--- src/sdspi_pkg.sv ---
// Shared types and constants for the SPI-mode SD card sequencer.
package sdspi_pkg;

  typedef enum logic [1:0] {
    OP_INIT     = 2'd0,
    OP_READ     = 2'd1,
    OP_EXCHANGE = 2'd2,
    OP_NONE     = 2'd3
  } op_t;

  typedef enum logic [3:0] {
    PH_IDLE   = 4'd0,
    PH_WAKE   = 4'd1,
    PH_CMD0   = 4'd2,
    PH_CMD8   = 4'd3,
    PH_CMD55  = 4'd4,
    PH_ACMD41 = 4'd5,
    PH_CMD16  = 4'd6,
    PH_CMD17  = 4'd7,
    PH_TOKEN  = 4'd8,
    PH_DATA   = 4'd9,
    PH_TAIL   = 4'd10
  } phase_t;

  localparam logic [2:0] ST_OK       = 3'd0;
  localparam logic [2:0] ST_IDLE_ERR = 3'd1;
  localparam logic [2:0] ST_INIT_ERR = 3'd2;
  localparam logic [2:0] ST_BLEN_ERR = 3'd3;
  localparam logic [2:0] ST_RD_REJ   = 3'd4;
  localparam logic [2:0] ST_TOKEN_TO = 3'd5;

  localparam logic [2:0] REG_RESP_POLL = 3'd0;
  localparam logic [2:0] REG_IDLE_LIM  = 3'd1;
  localparam logic [2:0] REG_INIT_LIM  = 3'd2;
  localparam logic [2:0] REG_BLEN_LIM  = 3'd3;
  localparam logic [2:0] REG_TOKEN_LIM = 3'd4;

  localparam logic [7:0] IDLE_BYTE   = 8'hFF;
  localparam logic [7:0] START_TOKEN = 8'hFE;

  // Classified item handed from the front part to the sequencer.
  typedef struct packed {
    op_t         op;
    logic [31:0] block_number;
    logic [7:0]  received_byte;
  } item_t;

  typedef struct packed {
    logic [7:0] send_byte;
    logic       send_valid;
    logic       card_selected;
    logic [7:0] data_byte;
    logic       data_valid;
    logic       done_res;
    logic [2:0] status;
    logic       card_version;
    logic [7:0] last_response;
  } result_t;

  typedef struct packed {
    logic [7:0]  resp_poll;
    logic [7:0]  idle_lim;
    logic [15:0] init_lim;
    logic [7:0]  blen_lim;
    logic [15:0] token_lim;
  } limits_t;

endpackage

--- src/sdspi_front.sv ---
// Input stage: accepts items, classifies the operation and queues them.
module sdspi_front
  import sdspi_pkg::*;
(
  input  logic        clk,
  input  logic        rst,
  input  logic        in_valid,
  output logic        in_ready,
  input  logic [1:0]  in_op,
  input  logic [31:0] in_block,
  input  logic [7:0]  in_rx,
  output logic        q_valid,
  input  logic        q_ready,
  output item_t       q_item
);

  item_t      slot [2];
  logic [1:0] count;
  logic       rd_ptr;
  logic       wr_ptr;
  logic       push;
  logic       pop;
  item_t      incoming;

  assign in_ready = (count != 2'd2);
  assign push     = in_valid && in_ready;
  assign q_valid  = (count != 2'd0);
  assign pop      = q_valid && q_ready;
  assign q_item   = slot[rd_ptr];

  always_comb begin
    incoming.op            = op_t'(in_op);
    incoming.block_number  = in_block;
    incoming.received_byte = in_rx;
  end

  always_ff @(posedge clk) begin
    if (rst) begin
      count  <= 2'd0;
      rd_ptr <= 1'b0;
      wr_ptr <= 1'b0;
    end else begin
      if (push) wr_ptr <= ~wr_ptr;
      if (pop) rd_ptr <= ~rd_ptr;
      count <= count + {1'b0, push} - {1'b0, pop};
    end
  end

  always_ff @(posedge clk) begin
    if (push) slot[wr_ptr] <= incoming;
  end

endmodule

--- src/sdspi_seq.sv ---
// Sequencer: carries out one queued item per cycle while its result output is not stalled, and registers its result.
module sdspi_seq
  import sdspi_pkg::*;
#(
  parameter int BLOCK_BYTES = 512,
  parameter int WAKE_BYTES  = 10
) (
  input  logic    clk,
  input  logic    rst,
  input  logic    q_valid,
  output logic    q_ready,
  input  item_t   q_item,
  input  limits_t lim,
  output logic    res_valid,
  input  logic    res_ready,
  output result_t res
);

  localparam logic [10:0] BLK_END = 11'(BLOCK_BYTES);
  localparam logic [9:0] WAKE_END = 10'(WAKE_BYTES);
  localparam logic [31:0] BLK_ARG = 32'(BLOCK_BYTES);

  phase_t      phase, phase_next;
  logic [9:0]  pos, pos_next;
  logic [15:0] attempts, attempts_next;
  // One bit beyond the widest limit so a poll count past 65535 still times out.
  logic [16:0] polls, polls_next;
  logic [2:0]  step, step_next;
  logic        kind, kind_next;
  logic [7:0]  err, err_next;
  logic [31:0] addr, addr_next;
  result_t     r;
  logic        take;

  assign q_ready = !res_valid || res_ready;
  assign take    = q_valid && q_ready;

  function automatic logic [7:0] frame_byte(phase_t ph, logic [2:0] idx, logic [31:0] a);
    logic [7:0]  cmd;
    logic [31:0] arg;
    logic [7:0]  crc;
    crc = IDLE_BYTE;
    unique case (ph)
      PH_CMD0:   begin cmd = 8'd0;  arg = 32'd0; crc = 8'h95; end
      PH_CMD8:   begin cmd = 8'd8;  arg = 32'h1AA; crc = 8'h87; end
      PH_CMD55:  begin cmd = 8'd55; arg = 32'd0; end
      PH_ACMD41: begin cmd = 8'd41; arg = 32'h4000_0000; end
      PH_CMD16:  begin cmd = 8'd16; arg = BLK_ARG; end
      default:   begin cmd = 8'd17; arg = a; end
    endcase
    unique case (idx)
      3'd0:    frame_byte = cmd | 8'h40;
      3'd1:    frame_byte = arg[31:24];
      3'd2:    frame_byte = arg[23:16];
      3'd3:    frame_byte = arg[15:8];
      3'd4:    frame_byte = arg[7:0];
      default: frame_byte = crc;
    endcase
  endfunction

  always_comb begin
    logic [7:0]  rx;
    logic [15:0] limit;
    logic        spent;
    logic [9:0]  pos_inc;
    rx            = q_item.received_byte;
    phase_next    = phase;
    pos_next      = pos;
    attempts_next = attempts;
    polls_next    = polls;
    step_next     = step;
    kind_next     = kind;
    err_next      = err;
    addr_next     = addr;
    limit         = 16'd0;
    spent         = 1'b0;
    pos_inc       = pos + 10'd1;
    r.send_byte     = IDLE_BYTE;
    r.send_valid    = 1'b0;
    r.card_selected = 1'b0;
    r.data_byte     = 8'd0;
    r.data_valid    = 1'b0;
    r.done_res      = 1'b0;
    r.status        = ST_OK;

    unique case (q_item.op)
      OP_INIT: begin
        phase_next = PH_WAKE; pos_next = 10'd1; attempts_next = 16'd0;
        polls_next = 17'd0; step_next = 3'd0;
        r.send_valid = 1'b1;
      end
      OP_READ: begin
        addr_next = q_item.block_number; attempts_next = 16'd0;
        phase_next = PH_CMD17; step_next = 3'd1; polls_next = 17'd0;
        r.send_byte = frame_byte(PH_CMD17, 3'd0, q_item.block_number);
        r.send_valid = 1'b1; r.card_selected = 1'b1;
      end
      OP_EXCHANGE: begin
        unique case (phase)
          PH_IDLE: ;
          PH_WAKE: begin
            if (pos < WAKE_END) begin
              pos_next = pos_inc; r.send_valid = 1'b1;
            end else begin
              attempts_next = 16'd0; phase_next = PH_CMD0; step_next = 3'd1;
              polls_next = 17'd0;
              r.send_byte = frame_byte(PH_CMD0, 3'd0, addr);
              r.send_valid = 1'b1; r.card_selected = 1'b1;
            end
          end
          PH_TOKEN: begin
            if (rx == START_TOKEN) begin
              phase_next = PH_DATA; pos_next = 10'd0;
              r.send_valid = 1'b1; r.card_selected = 1'b1;
            end else if (polls > {1'b0, lim.token_lim}) begin
              err_next = rx; phase_next = PH_IDLE;
              r.done_res = 1'b1; r.status = ST_TOKEN_TO;
            end else begin
              polls_next = polls + 17'd1;
              r.send_valid = 1'b1; r.card_selected = 1'b1;
            end
          end
          PH_DATA: begin
            r.data_byte = rx; r.data_valid = 1'b1;
            r.send_valid = 1'b1; r.card_selected = 1'b1;
            // Compare in 11 bits so a full 1024-byte block still ends.
            if ({1'b0, pos} + 11'd1 >= BLK_END) begin
              phase_next = PH_TAIL; pos_next = 10'd1;
            end else begin
              pos_next = pos_inc;
            end
          end
          PH_TAIL: begin
            if (pos < 10'd3) begin
              pos_next = pos_inc; r.send_valid = 1'b1; r.card_selected = 1'b1;
            end else begin
              phase_next = PH_IDLE; r.done_res = 1'b1; r.status = ST_OK;
            end
          end
          default: begin
            if (step < 3'd6) begin
              r.send_byte = frame_byte(phase, step, addr);
              r.send_valid = 1'b1; r.card_selected = 1'b1;
              step_next = step + 3'd1;
            end else if (step == 3'd6) begin
              step_next = 3'd7; polls_next = 17'd0;
              r.send_valid = 1'b1; r.card_selected = 1'b1;
            end else if (rx == IDLE_BYTE && polls <= {9'd0, lim.resp_poll}) begin
              polls_next = polls + 17'd1;
              r.send_valid = 1'b1; r.card_selected = 1'b1;
            end else begin
              // Response received: decide the next command.
              priority case (phase)
                PH_CMD0:   limit = {8'd0, lim.idle_lim};
                PH_ACMD41: limit = lim.init_lim;
                PH_CMD16:  limit = {8'd0, lim.blen_lim};
                default:   limit = 16'd0;
              endcase
              spent = (attempts >= limit);
              if ((phase == PH_CMD0 || phase == PH_ACMD41 || phase == PH_CMD16)
                  && !spent) begin
                attempts_next = attempts + 16'd1;
              end
              step_next = 3'd1; polls_next = 17'd0;
              r.send_valid = 1'b1; r.card_selected = 1'b1;
              unique case (phase)
                PH_CMD0: begin
                  if (spent) begin
                    err_next = rx; phase_next = PH_IDLE;
                  end else if (rx == 8'h01) phase_next = PH_CMD8;
                  else phase_next = PH_CMD0;
                  if (spent) begin
                    r.done_res = 1'b1; r.status = ST_IDLE_ERR;
                  end
                end
                PH_CMD8: begin
                  kind_next = ~rx[2]; attempts_next = 16'd0;
                  phase_next = PH_CMD55;
                end
                PH_CMD55: phase_next = PH_ACMD41;
                PH_ACMD41: begin
                  if (spent) begin
                    err_next = rx; phase_next = PH_IDLE;
                    r.done_res = 1'b1; r.status = ST_INIT_ERR;
                  end else if (rx == 8'h00) begin
                    attempts_next = 16'd0; phase_next = PH_CMD16;
                  end else phase_next = PH_CMD55;
                end
                PH_CMD16: begin
                  if (spent) begin
                    err_next = rx; phase_next = PH_IDLE;
                    r.done_res = 1'b1; r.status = ST_BLEN_ERR;
                  end else if (rx == 8'h00) begin
                    phase_next = PH_IDLE; r.done_res = 1'b1; r.status = ST_OK;
                  end else phase_next = PH_CMD16;
                end
                default: begin
                  err_next = rx;
                  if (rx != 8'h00) begin
                    phase_next = PH_IDLE; r.done_res = 1'b1; r.status = ST_RD_REJ;
                  end else begin
                    phase_next = PH_TOKEN; step_next = step;
                  end
                end
              endcase
              if (r.done_res) begin
                r.send_valid = 1'b0; r.card_selected = 1'b0; step_next = step;
                polls_next = polls;
              end else if (phase_next != PH_TOKEN) begin
                r.send_byte = frame_byte(phase_next, 3'd0, addr);
              end
            end
          end
        endcase
      end
      default: ;
    endcase
    r.card_version  = kind_next;
    r.last_response = err_next;
  end

  always_ff @(posedge clk) begin
    if (rst) begin
      phase     <= PH_IDLE;
      pos       <= 10'd0;
      attempts  <= 16'd0;
      polls     <= 17'd0;
      step      <= 3'd0;
      kind      <= 1'b0;
      err       <= 8'd0;
      addr      <= 32'd0;
      res_valid <= 1'b0;
    end else begin
      if (take) begin
        phase    <= phase_next;
        pos      <= pos_next;
        attempts <= attempts_next;
        polls    <= polls_next;
        step     <= step_next;
        kind     <= kind_next;
        err      <= err_next;
        addr     <= addr_next;
        res_valid <= 1'b1;
      end else if (res_ready) begin
        res_valid <= 1'b0;
      end
    end
  end

  always_ff @(posedge clk) begin
    if (take) res <= r;
  end

endmodule

--- src/sd_spi_init_and_block_read.sv ---
// Top level of the SPI-mode SD card initialization and block read sequencer.
//  channel   direction  fields (tdata low bit up)
//  s_axis    in         operation[1:0], block_number[33:2], received_byte[41:34]
//  m_axis    out        send_byte..last_response, 32 bits
//  cfg       in         we, index, 16-bit data
// An accepted item is written into the two-entry input queue, and the sequencer
// then registers its result; a new item may enter each cycle while m_axis is not
// stalled. The registered result waits for m_axis_tready.
// Reset is synchronous; limits return to their defaults and the phase to idle.
// Either side may stall without losing a transaction.
module sd_spi_init_and_block_read
  import sdspi_pkg::*;
#(
  parameter int BLOCK_BYTES = 512,
  parameter int WAKE_BYTES  = 10
) (
  input  logic        clk,
  input  logic        rst,
  input  logic        s_axis_tvalid,
  output logic        s_axis_tready,
  // operation[1:0], block_number[33:2], received_byte[41:34], zero fill
  input  logic [47:0] s_axis_tdata,
  output logic        m_axis_tvalid,
  input  logic        m_axis_tready,
  // send_byte, send_valid, card_selected, data_byte, data_valid, done_res,
  // status, card_version, last_response
  output logic [31:0] m_axis_tdata,
  input  logic        cfg_we,
  input  logic [2:0]  cfg_index,
  input  logic [15:0] cfg_data
);

  limits_t lim;
  logic    q_valid, q_ready;
  item_t   q_item;
  result_t res;

  always_ff @(posedge clk) begin
    if (rst) begin
      lim.resp_poll <= 8'd254;
      lim.idle_lim  <= 8'd254;
      lim.init_lim  <= 16'd20254;
      lim.blen_lim  <= 8'd10;
      lim.token_lim <= 16'd1600;
    end else if (cfg_we) begin
      unique case (cfg_index)
        REG_RESP_POLL: lim.resp_poll <= cfg_data[7:0];
        REG_IDLE_LIM:  lim.idle_lim  <= cfg_data[7:0];
        REG_INIT_LIM:  lim.init_lim  <= cfg_data;
        REG_BLEN_LIM:  lim.blen_lim  <= cfg_data[7:0];
        REG_TOKEN_LIM: lim.token_lim <= cfg_data;
        default: ;
      endcase
    end
  end

  sdspi_front u_front (
    .clk(clk), .rst(rst),
    .in_valid(s_axis_tvalid), .in_ready(s_axis_tready),
    .in_op(s_axis_tdata[1:0]), .in_block(s_axis_tdata[33:2]),
    .in_rx(s_axis_tdata[41:34]),
    .q_valid(q_valid), .q_ready(q_ready), .q_item(q_item)
  );

  sdspi_seq #(.BLOCK_BYTES(BLOCK_BYTES), .WAKE_BYTES(WAKE_BYTES)) u_seq (
    .clk(clk), .rst(rst),
    .q_valid(q_valid), .q_ready(q_ready), .q_item(q_item), .lim(lim),
    .res_valid(m_axis_tvalid), .res_ready(m_axis_tready), .res(res)
  );

  assign m_axis_tdata = {res.last_response, res.card_version, res.status,
                         res.done_res, res.data_valid, res.data_byte,
                         res.card_selected, res.send_valid, res.send_byte};

  a_hold: assert property (@(posedge clk) disable iff (rst)
    m_axis_tvalid && !m_axis_tready |=> m_axis_tvalid)
    else $error("result dropped while stalled");
  a_status: assert property (@(posedge clk) disable iff (rst)
    m_axis_tvalid && !m_axis_tdata[19] |-> m_axis_tdata[22:20] == ST_OK)
    else $error("status set without done");
  a_sel: assert property (@(posedge clk) disable iff (rst)
    m_axis_tvalid && !m_axis_tdata[8] |-> !m_axis_tdata[9])
    else $error("card selected without exchange");

endmodule

--- config.mk ---
export PLATFORM = sky130hd
export DESIGN_NAME = sd_spi_init_and_block_read
export DESIGN_NICKNAME = d
export VERILOG_FILES = /design/src/sdspi_pkg.sv /design/src/sdspi_front.sv /design/src/sdspi_seq.sv /design/src/sd_spi_init_and_block_read.sv
export SDC_FILE = /design/constraint.sdc
export NUM_CORES = 1
export LEC_CHECK = 0
export BUFFER_PORTS_ARGS = -buffer_cell sky130_fd_sc_hd__buf_4
export CAP_MARGIN = 15
export CORE_MARGIN = 2
export CORE_UTILIZATION = 65
export CTS_CLUSTER_DIAMETER = 30
export DETAILED_ROUTE_END_ITERATION = 8
export GPL_TIMING_DRIVEN = 0
export PLACE_DENSITY = 0.83
export SETUP_SLACK_MARGIN = 0.02
export SYNTH_ARGS = -nofsm -noshare
export SYNTH_HDL_FRONTEND = slang
export SYNTH_SLANG_ARGS = --single-unit
--- constraint.sdc ---
create_clock -name clk -period 12.1 [get_ports clk]
set_input_delay 3.63 -clock clk [delete_from_list [all_inputs] [get_ports clk]]
set_output_delay 3.63 -clock clk [all_outputs]
set_load 0.01 [all_outputs]
* After elaboration in Yosys (flattened, before gate mapping)
Memory sizes are Yosys's and may differ from the RTL's. A register that Yosys moved wholly into a read port is not among the register bits.
Index checks and enable logic that the tools add are counted.
** Word-level totals
- Flip-flop bits (word level) :: 184
- RAM bits :: 84
- Output and inout port bits :: 34
- Word-level logic and storage cells :: 266
- Memories kept :: 1
** Memories
- u_front.slot :: depth 2, width 42, read ports 1, clocked after Yosys merged registers in 1, wr ports 1, line sdspi_front.sv:17 : item_t slot [2];
** Operators by class
- Add/subtract/negate cells :: 7
- Order comparisons :: 7
- Eq/ne operators :: 54
- Multiplexer cells :: 126
- Bitwise operators :: 3
- Reductions and logical operators :: 42
** Operators by type and width (number)
- $mux W16 :: 12
- $mux W4 :: 33
- $pmux W32 S4 :: 1
- $mux W17 :: 7
- $mux W8 :: 12
- $pmux W16 S2 :: 3
- $pmux W8 S2 :: 4
- $pmux W6 S5 :: 2
- $pmux W17 S3 :: 1
- $mux W10 :: 5
- $pmux W16 S3 :: 1
- $pmux W10 S4 :: 1
- $pmux W4 S5 :: 2
- $pmux W8 S5 :: 1
- $pmux W17 S2 :: 1
- $eq A4 B3 Y1 const B :: 6
- $mux W3 :: 8
- $pmux W4 S3 :: 2
- $ne A3 B3 Y1 const B :: 7
- $pmux W10 S2 :: 1
- $ne A6 B6 Y1 const B :: 3
- $add A17 B1 Y17 const B :: 1
- $gt A17 B16 Y1 :: 1
- $le A17 B8 Y1 :: 1
- other kinds (57) :: 123

* Depth between registers and ports, before layout
- Word-level depth :: 24
- Mapped depth :: 16
- Depth with buffers taken out :: 13

* By module
A second synthesis with hierarchy kept.
** Second synthesis, totals
- Cell total of the unflattened synthesis :: 1308
- Area, all modules :: 13461.7 um2
** By module, submodules not included
- sdspi_seq :: times used 1, cells an instance 937, area an instance 7752.4 um2
- sdspi_front :: times used 1, cells an instance 155, area an instance 3474.6 um2
- sd_spi_init_and_block_read :: times used 1, cells an instance 216, area an instance 2234.6 um2

* Worst setup path before layout
No wires, ideal clock.
- Kind :: input to register
- From :: input port m_axis_tready
- To :: register u_front.count[1]
- Library setup time :: 0.129 ns
- Arrival time :: 6.107 ns
- Data required time :: 11.971 ns
- Slack :: 5.865 ns
- Stages on the path :: 10
- Path buffers :: 1
- Cells stage by stage :: nand2b_1 > o21ai_1 > inv_1 > clkbuf_1 > ha_1 > inv_1 > ha_1 > xor2_1 > xnor2_1 > nor2_1
** Between the ends
- Cells in the longest elaborated chain, start to end :: 3
** RTL lines
- start, declared :: line sd_spi_init_and_block_read.sv:24 : input logic m_axis_tready,
- $logic_or A1 B1 Y1 :: line sdspi_seq.sv:35 : assign q_ready = !res_valid || res_ready;
- $logic_and A1 B1 Y1 :: line sdspi_front.sv:28 : assign pop = q_valid && q_ready;
- net u_front.pop :: line sdspi_front.sv:22 : logic pop;
- $sub A2 B1 Y2 :: line sdspi_front.sv:45 : count <= count + {1'b0, push} - {1'b0, pop};
- end signal, assigned :: line sdspi_front.sv:45
- end, declared :: line sdspi_front.sv:18 : logic [1:0] count;
The timed path passes the listed nets, and every way through them passes these cells.
A chain may end at the register's enable or synchronous reset.

* Worst setup path after layout
Ends and elaborated chain as after synthesis.

==> run summary <==
CLOCK NETWORK
------------------------------------------------------------------------------------------------------
Buffers inserted during post-CTS setup optimization                                                  0
Resized Gates After CTS                                                                              0
Clk sinks                                                                                          269
Clock root buffer master                                                                  sky130_fd_sc_hd__clkbuf_16
Clock tree from TritonCTS                                                                         done
Clock transition at the register clock pins on the worst setup and hold paths after CTS          50 ps
Number of hold-repair buffers added at the cts stage                                                 0
Number of levels in the clock H-tree                                                                 2
Insertion delay to the later sink of the worst-skew pair                                        550 ps
Num CTS Buffers                                                                                     46
Clock Path Buffers                                                                                   3

LAYOUT
------------------------------------------------------------------------------------------------------
Utilization of the core after routing                                                            80.9%
Ratio of cells with drive above 1 in the final layout                                            15.1%
Synthesis-to-finish area growth                                                                  21.1%
Net count of the finished layout                                                                 1,625
Number of filler instances in the final layout                                                   1,213
Number of inserted diodes                                                                            0

ROUTING
------------------------------------------------------------------------------------------------------
Initial detailed-routing violation count                                                         1,253
Mean routed wirelength per cell                                                                21.2 um
First drt pass iteration count                                                                       6
Routed wire length                                                                           38,100 um
DRC Markers                                                                                          0
Number of vias in the routed layout                                                             11,500
DR vias/cell                                                                                      6.38
Number of nets with antenna violations after routing                                                 0

POWER
------------------------------------------------------------------------------------------------------
Leak pwr                                                                                       6.00 nW
Worst vdd rail ir drop                                                                      0.000179 V
Share of total power consumed by net switching                                                   32.1%
Total net switching power                                                                      1.07 mW
Combinational share of power                                                                     24.8%
Clk network pwr share                                                                            39.8%
Sequential power share                                                                           35.4%
Power density over the cells                                                               210 nW/um^2
Internal power                                                                                 2.26 mW

STA
------------------------------------------------------------------------------------------------------
Setup repair after global routing missed its margin                                              false
Post-route setup TNS                                                                              0 ps
Post-route fraction of the period consumed by the critical path                                  47.2%
Measured slew at the worst slew-check pin                                                      1020 ps
Max-slew headroom at the worst pin                                                               31.5%
F_max                                                                                          175 MHz
Min Tclk post-route                                                                            5710 ps
Worst Skew                                                                                     25.7 ps
Count of pins over their slew limit                                                                  0
Final number of hold-violating endpoints                                                             0
Final setup violating endpoints                                                                      0

YOSYS
------------------------------------------------------------------------------------------------------
Seq/Total Area, Yosys                                                                            50.0%
Most frequently used flop master after synthesis                                          sky130_fd_sc_hd__dfxtp_1
Portion of synthesized cell area occupied by the leading cell type                               26.6%
Synthesized area                                                                           13,100 um^2
Register bit count reported by yosys                                                               269
Cell type with the largest total area after synthesis                                     sky130_fd_sc_hd__edfxtp_1
Number of distinct library cell variants in the gate-level netlist after synthesis                  87
Cell count after synthesis                                                                       1,349
Post-Synthesis Mean Instance Area                                                            9.70 um^2
Synth warnings                                                                                       0
Top area cells in the synthesized netlist                                                 sky130_fd_sc_hd__edfxtp_1 27%, sky130_fd_sc_hd__dfxtp_1 23%, sky130_fd_sc_hd__ha_1 5.1%, sky130_fd_sc_hd__nor2_1 4.8%, sky130_fd_sc_hd__nand2_1 4.2%
Fraction of synthesis flops using an asynchronous set or reset pin                                  0%
Syn Nets                                                                                         1,474
Number of synthesized flops with an enable pin                                                     116

MIN PATH
------------------------------------------------------------------------------------------------------
WHS Path Cells                                                                                       2
Min-delay src                                                                                   lim[5]
Hold worst-path end                                                                             lim[5]
Hold Path Class                                                                                reg2reg

PLACEMENT
------------------------------------------------------------------------------------------------------
Number of buffers inserted by port buffering                                                        99
Final HPWL DP                                                                                25,200 um
GP Congestion                                                                                    0.969

SETUP PATH
------------------------------------------------------------------------------------------------------
R2R cell count                                                                                      16
Endpoint class of the critical path                                                           register
Worst EP arrival                                                                               6110 ps
Largest driver fanout on the critical path                                                          32
Reg-to-reg slack, setup                                                                        6410 ps
Type of the worst setup path                                                                    in2reg
CP startpoint kind                                                                        primary input
Terminus of the critical flop-to-flop path                                                u_seq.attempts[15]
Data required, critical path                                                                 12,500 ps
Beginning of the worst register-to-register path                                          u_seq.phase[3]

DIE
------------------------------------------------------------------------------------------------------
Horizontal die dimension                                                                        146 um
Initial core utilization                                                                         66.8%
Ports placed on the boundary                                                                       106
Core outline area                                                                          19,600 um^2
Row count                                                                                           51
Die area                                                                                   21,300 um^2
Die height                                                                                      146 um

OUTCOME
------------------------------------------------------------------------------------------------------
Outcome                                                                                   finished, final reports clean

GLOBAL ROUTE
------------------------------------------------------------------------------------------------------
Global-route wire length before repair                                                       60,600 um
Vias in the first global route                                                                  11,500
Number of antenna violations at the first check in global routing                                    0
Largest net degree at the start of global routing                                                   33
Global route overflow                                                                                0
Overall routing resource usage                                                                   35.4%

JOB
------------------------------------------------------------------------------------------------------
Maximum Capacitance Violations                                                                       0

-- logic make-up (layout without fill, tap and decap cells) --
group                      after synthesis  count (layout)  share of synthesized area (%)
and+or+nand+nor                        528             528                           19.2
xor gates and xnor gates                23              23                           1.54
adders and majority gates               53              53                           5.07
buffers and inverters                  113             301                           3.46
DFF                                    269             269                           50.0
muxes                                   51              51                           4.02
AOI/OAI and AO/OA                      312             312                           16.7
-- power groups by stage --
stage                     clock [mW]  combinational (mW)  sequential, mW
final                           1.32               0.827            1.18
after global routing            1.37               0.884            1.19
after floorplan                    0               0.493            1.20
after CTS                       1.33               0.810            1.18
after global placement             0               0.765            1.19
after detailed placement           0               0.794            1.19
-- registers in the layout, summed over array words and instances, names as in the netlist, named ones only --
name / cells
u_front.rd_ptr: 1
u_seq.res_valid: 1
u_seq.step: 3
u_front.slot: 84
u_seq.phase: 4
u_seq.pos: 10
u_seq.polls: 17
lim: 56
u_seq.attempts: 16
u_front.count: 2
u_seq.err: 8
u_seq.kind: 1
u_seq.res: 32
u_front.wr_ptr: 1
u_seq.addr: 32
-- Yosys cell counts, drive strengths merged, types with 25 or more instances --
master	instances
a211o	25
a211oi	47
a21oi	69
clkbuf	52
dfxtp	153
edfxtp	116
ha	53
inv	42
mux2i	47
nand2	145
nand3	41
nor2	171
nor2b	26
nor3	41
o21ai	59
-- per-stage QoR --
step | setup slack [ps] | power [mW] | std cells | instance area (um^2) | hold slack (ps)
finish | 6390 | 3.33 | 1802 | 15900 | 457
global route | 6280 | 3.45 | 1802 | 15900 | 486
CTS | 6430 | 3.32 | 1802 | 15900 | 457
detailed placement | 5870 | 1.99 | 1717 | 14200 | 450
global placement | 4790 | 1.96 | 1713 | 14200 | 442
floorplan | 5860 | 1.69 | 1349 | 13100 | 436
-- critical path, stage by stage --
cell and delay (ps):
sky130_fd_sc_hd__buf_4 110, sky130_fd_sc_hd__nand2b_1 170, sky130_fd_sc_hd__o21ai_1 400, sky130_fd_sc_hd__inv_1 350, sky130_fd_sc_hd__clkbuf_2 340, sky130_fd_sc_hd__buf_12 250, sky130_fd_sc_hd__ha_1 290, sky130_fd_sc_hd__inv_1 40
sky130_fd_sc_hd__ha_1 180, sky130_fd_sc_hd__xor2_1 180, sky130_fd_sc_hd__xnor2_1 140, sky130_fd_sc_hd__nor2_1 50
-- cells in the final DEF, fill, tap and decap left out, drive strengths merged, types with 8 or more instances in the layout --
cell,synthesis,layout
nor2,171,171
dfxtp,153,153
nand2,145,145
buf,19,122
edfxtp,116,116
clkbuf,52,106
a21oi,69,69
o21ai,59,59
ha,53,53
inv,42,53
a211oi,47,47
mux2i,47,47
nand3,41,41
nor3,41,41
nor2b,26,26
a211o,25,25
and3,20,20
xnor2,18,18
nand3b,17,17
a31oi,14,14
nand2b,13,13
nand4,12,12
a222oi,12,12
o211ai,11,11
clkinv,0,11
and2,9,9
a21o,8,8
-- layout make-up --
type	count	area, um^2	area share, %
plain buffers	71	297	1.87
clock buffers	54	1250	7.91
clock inverters	31	358	2.26
inverters	42	158	0.994
multi-input cells	967	6100	38.5
flip-flops and latches	269	6550	41.3
well taps	265	332	2.09
repair buffers	103	808	5.10
-- per-layer routing --
| layer | GRT usage, % | vias to the layer above | routed length (um) |
|---|---|---|---|
| met5 | 0 | - | 0 |
| met4 | 13.8 | 0 | 1510 |
| met3 | 5.99 | 131 | 3010 |
| met2 | 59.7 | 617 | 18400 |
| met1 | 45.8 | 5501 | 15200 |
| li1 | - | 5252 | - |
-- how the worst max path moves through the flow --
stage | from | end | slack [ps] | cells past startpoint
global placement | m_axis_tready | u_front.count[1] | 4790 | 11
global route | m_axis_tready | u_front.count[1] | 6280 | 12
detailed placement | m_axis_tready | u_front.count[1] | 5870 | 12
finish | m_axis_tready | u_front.count[1] | 6390 | 12
floorplan | m_axis_tready | u_front.count[1] | 5860 | 10
CTS | m_axis_tready | u_front.count[1] | 6430 | 12
Power figures use the tool's default switching activity.
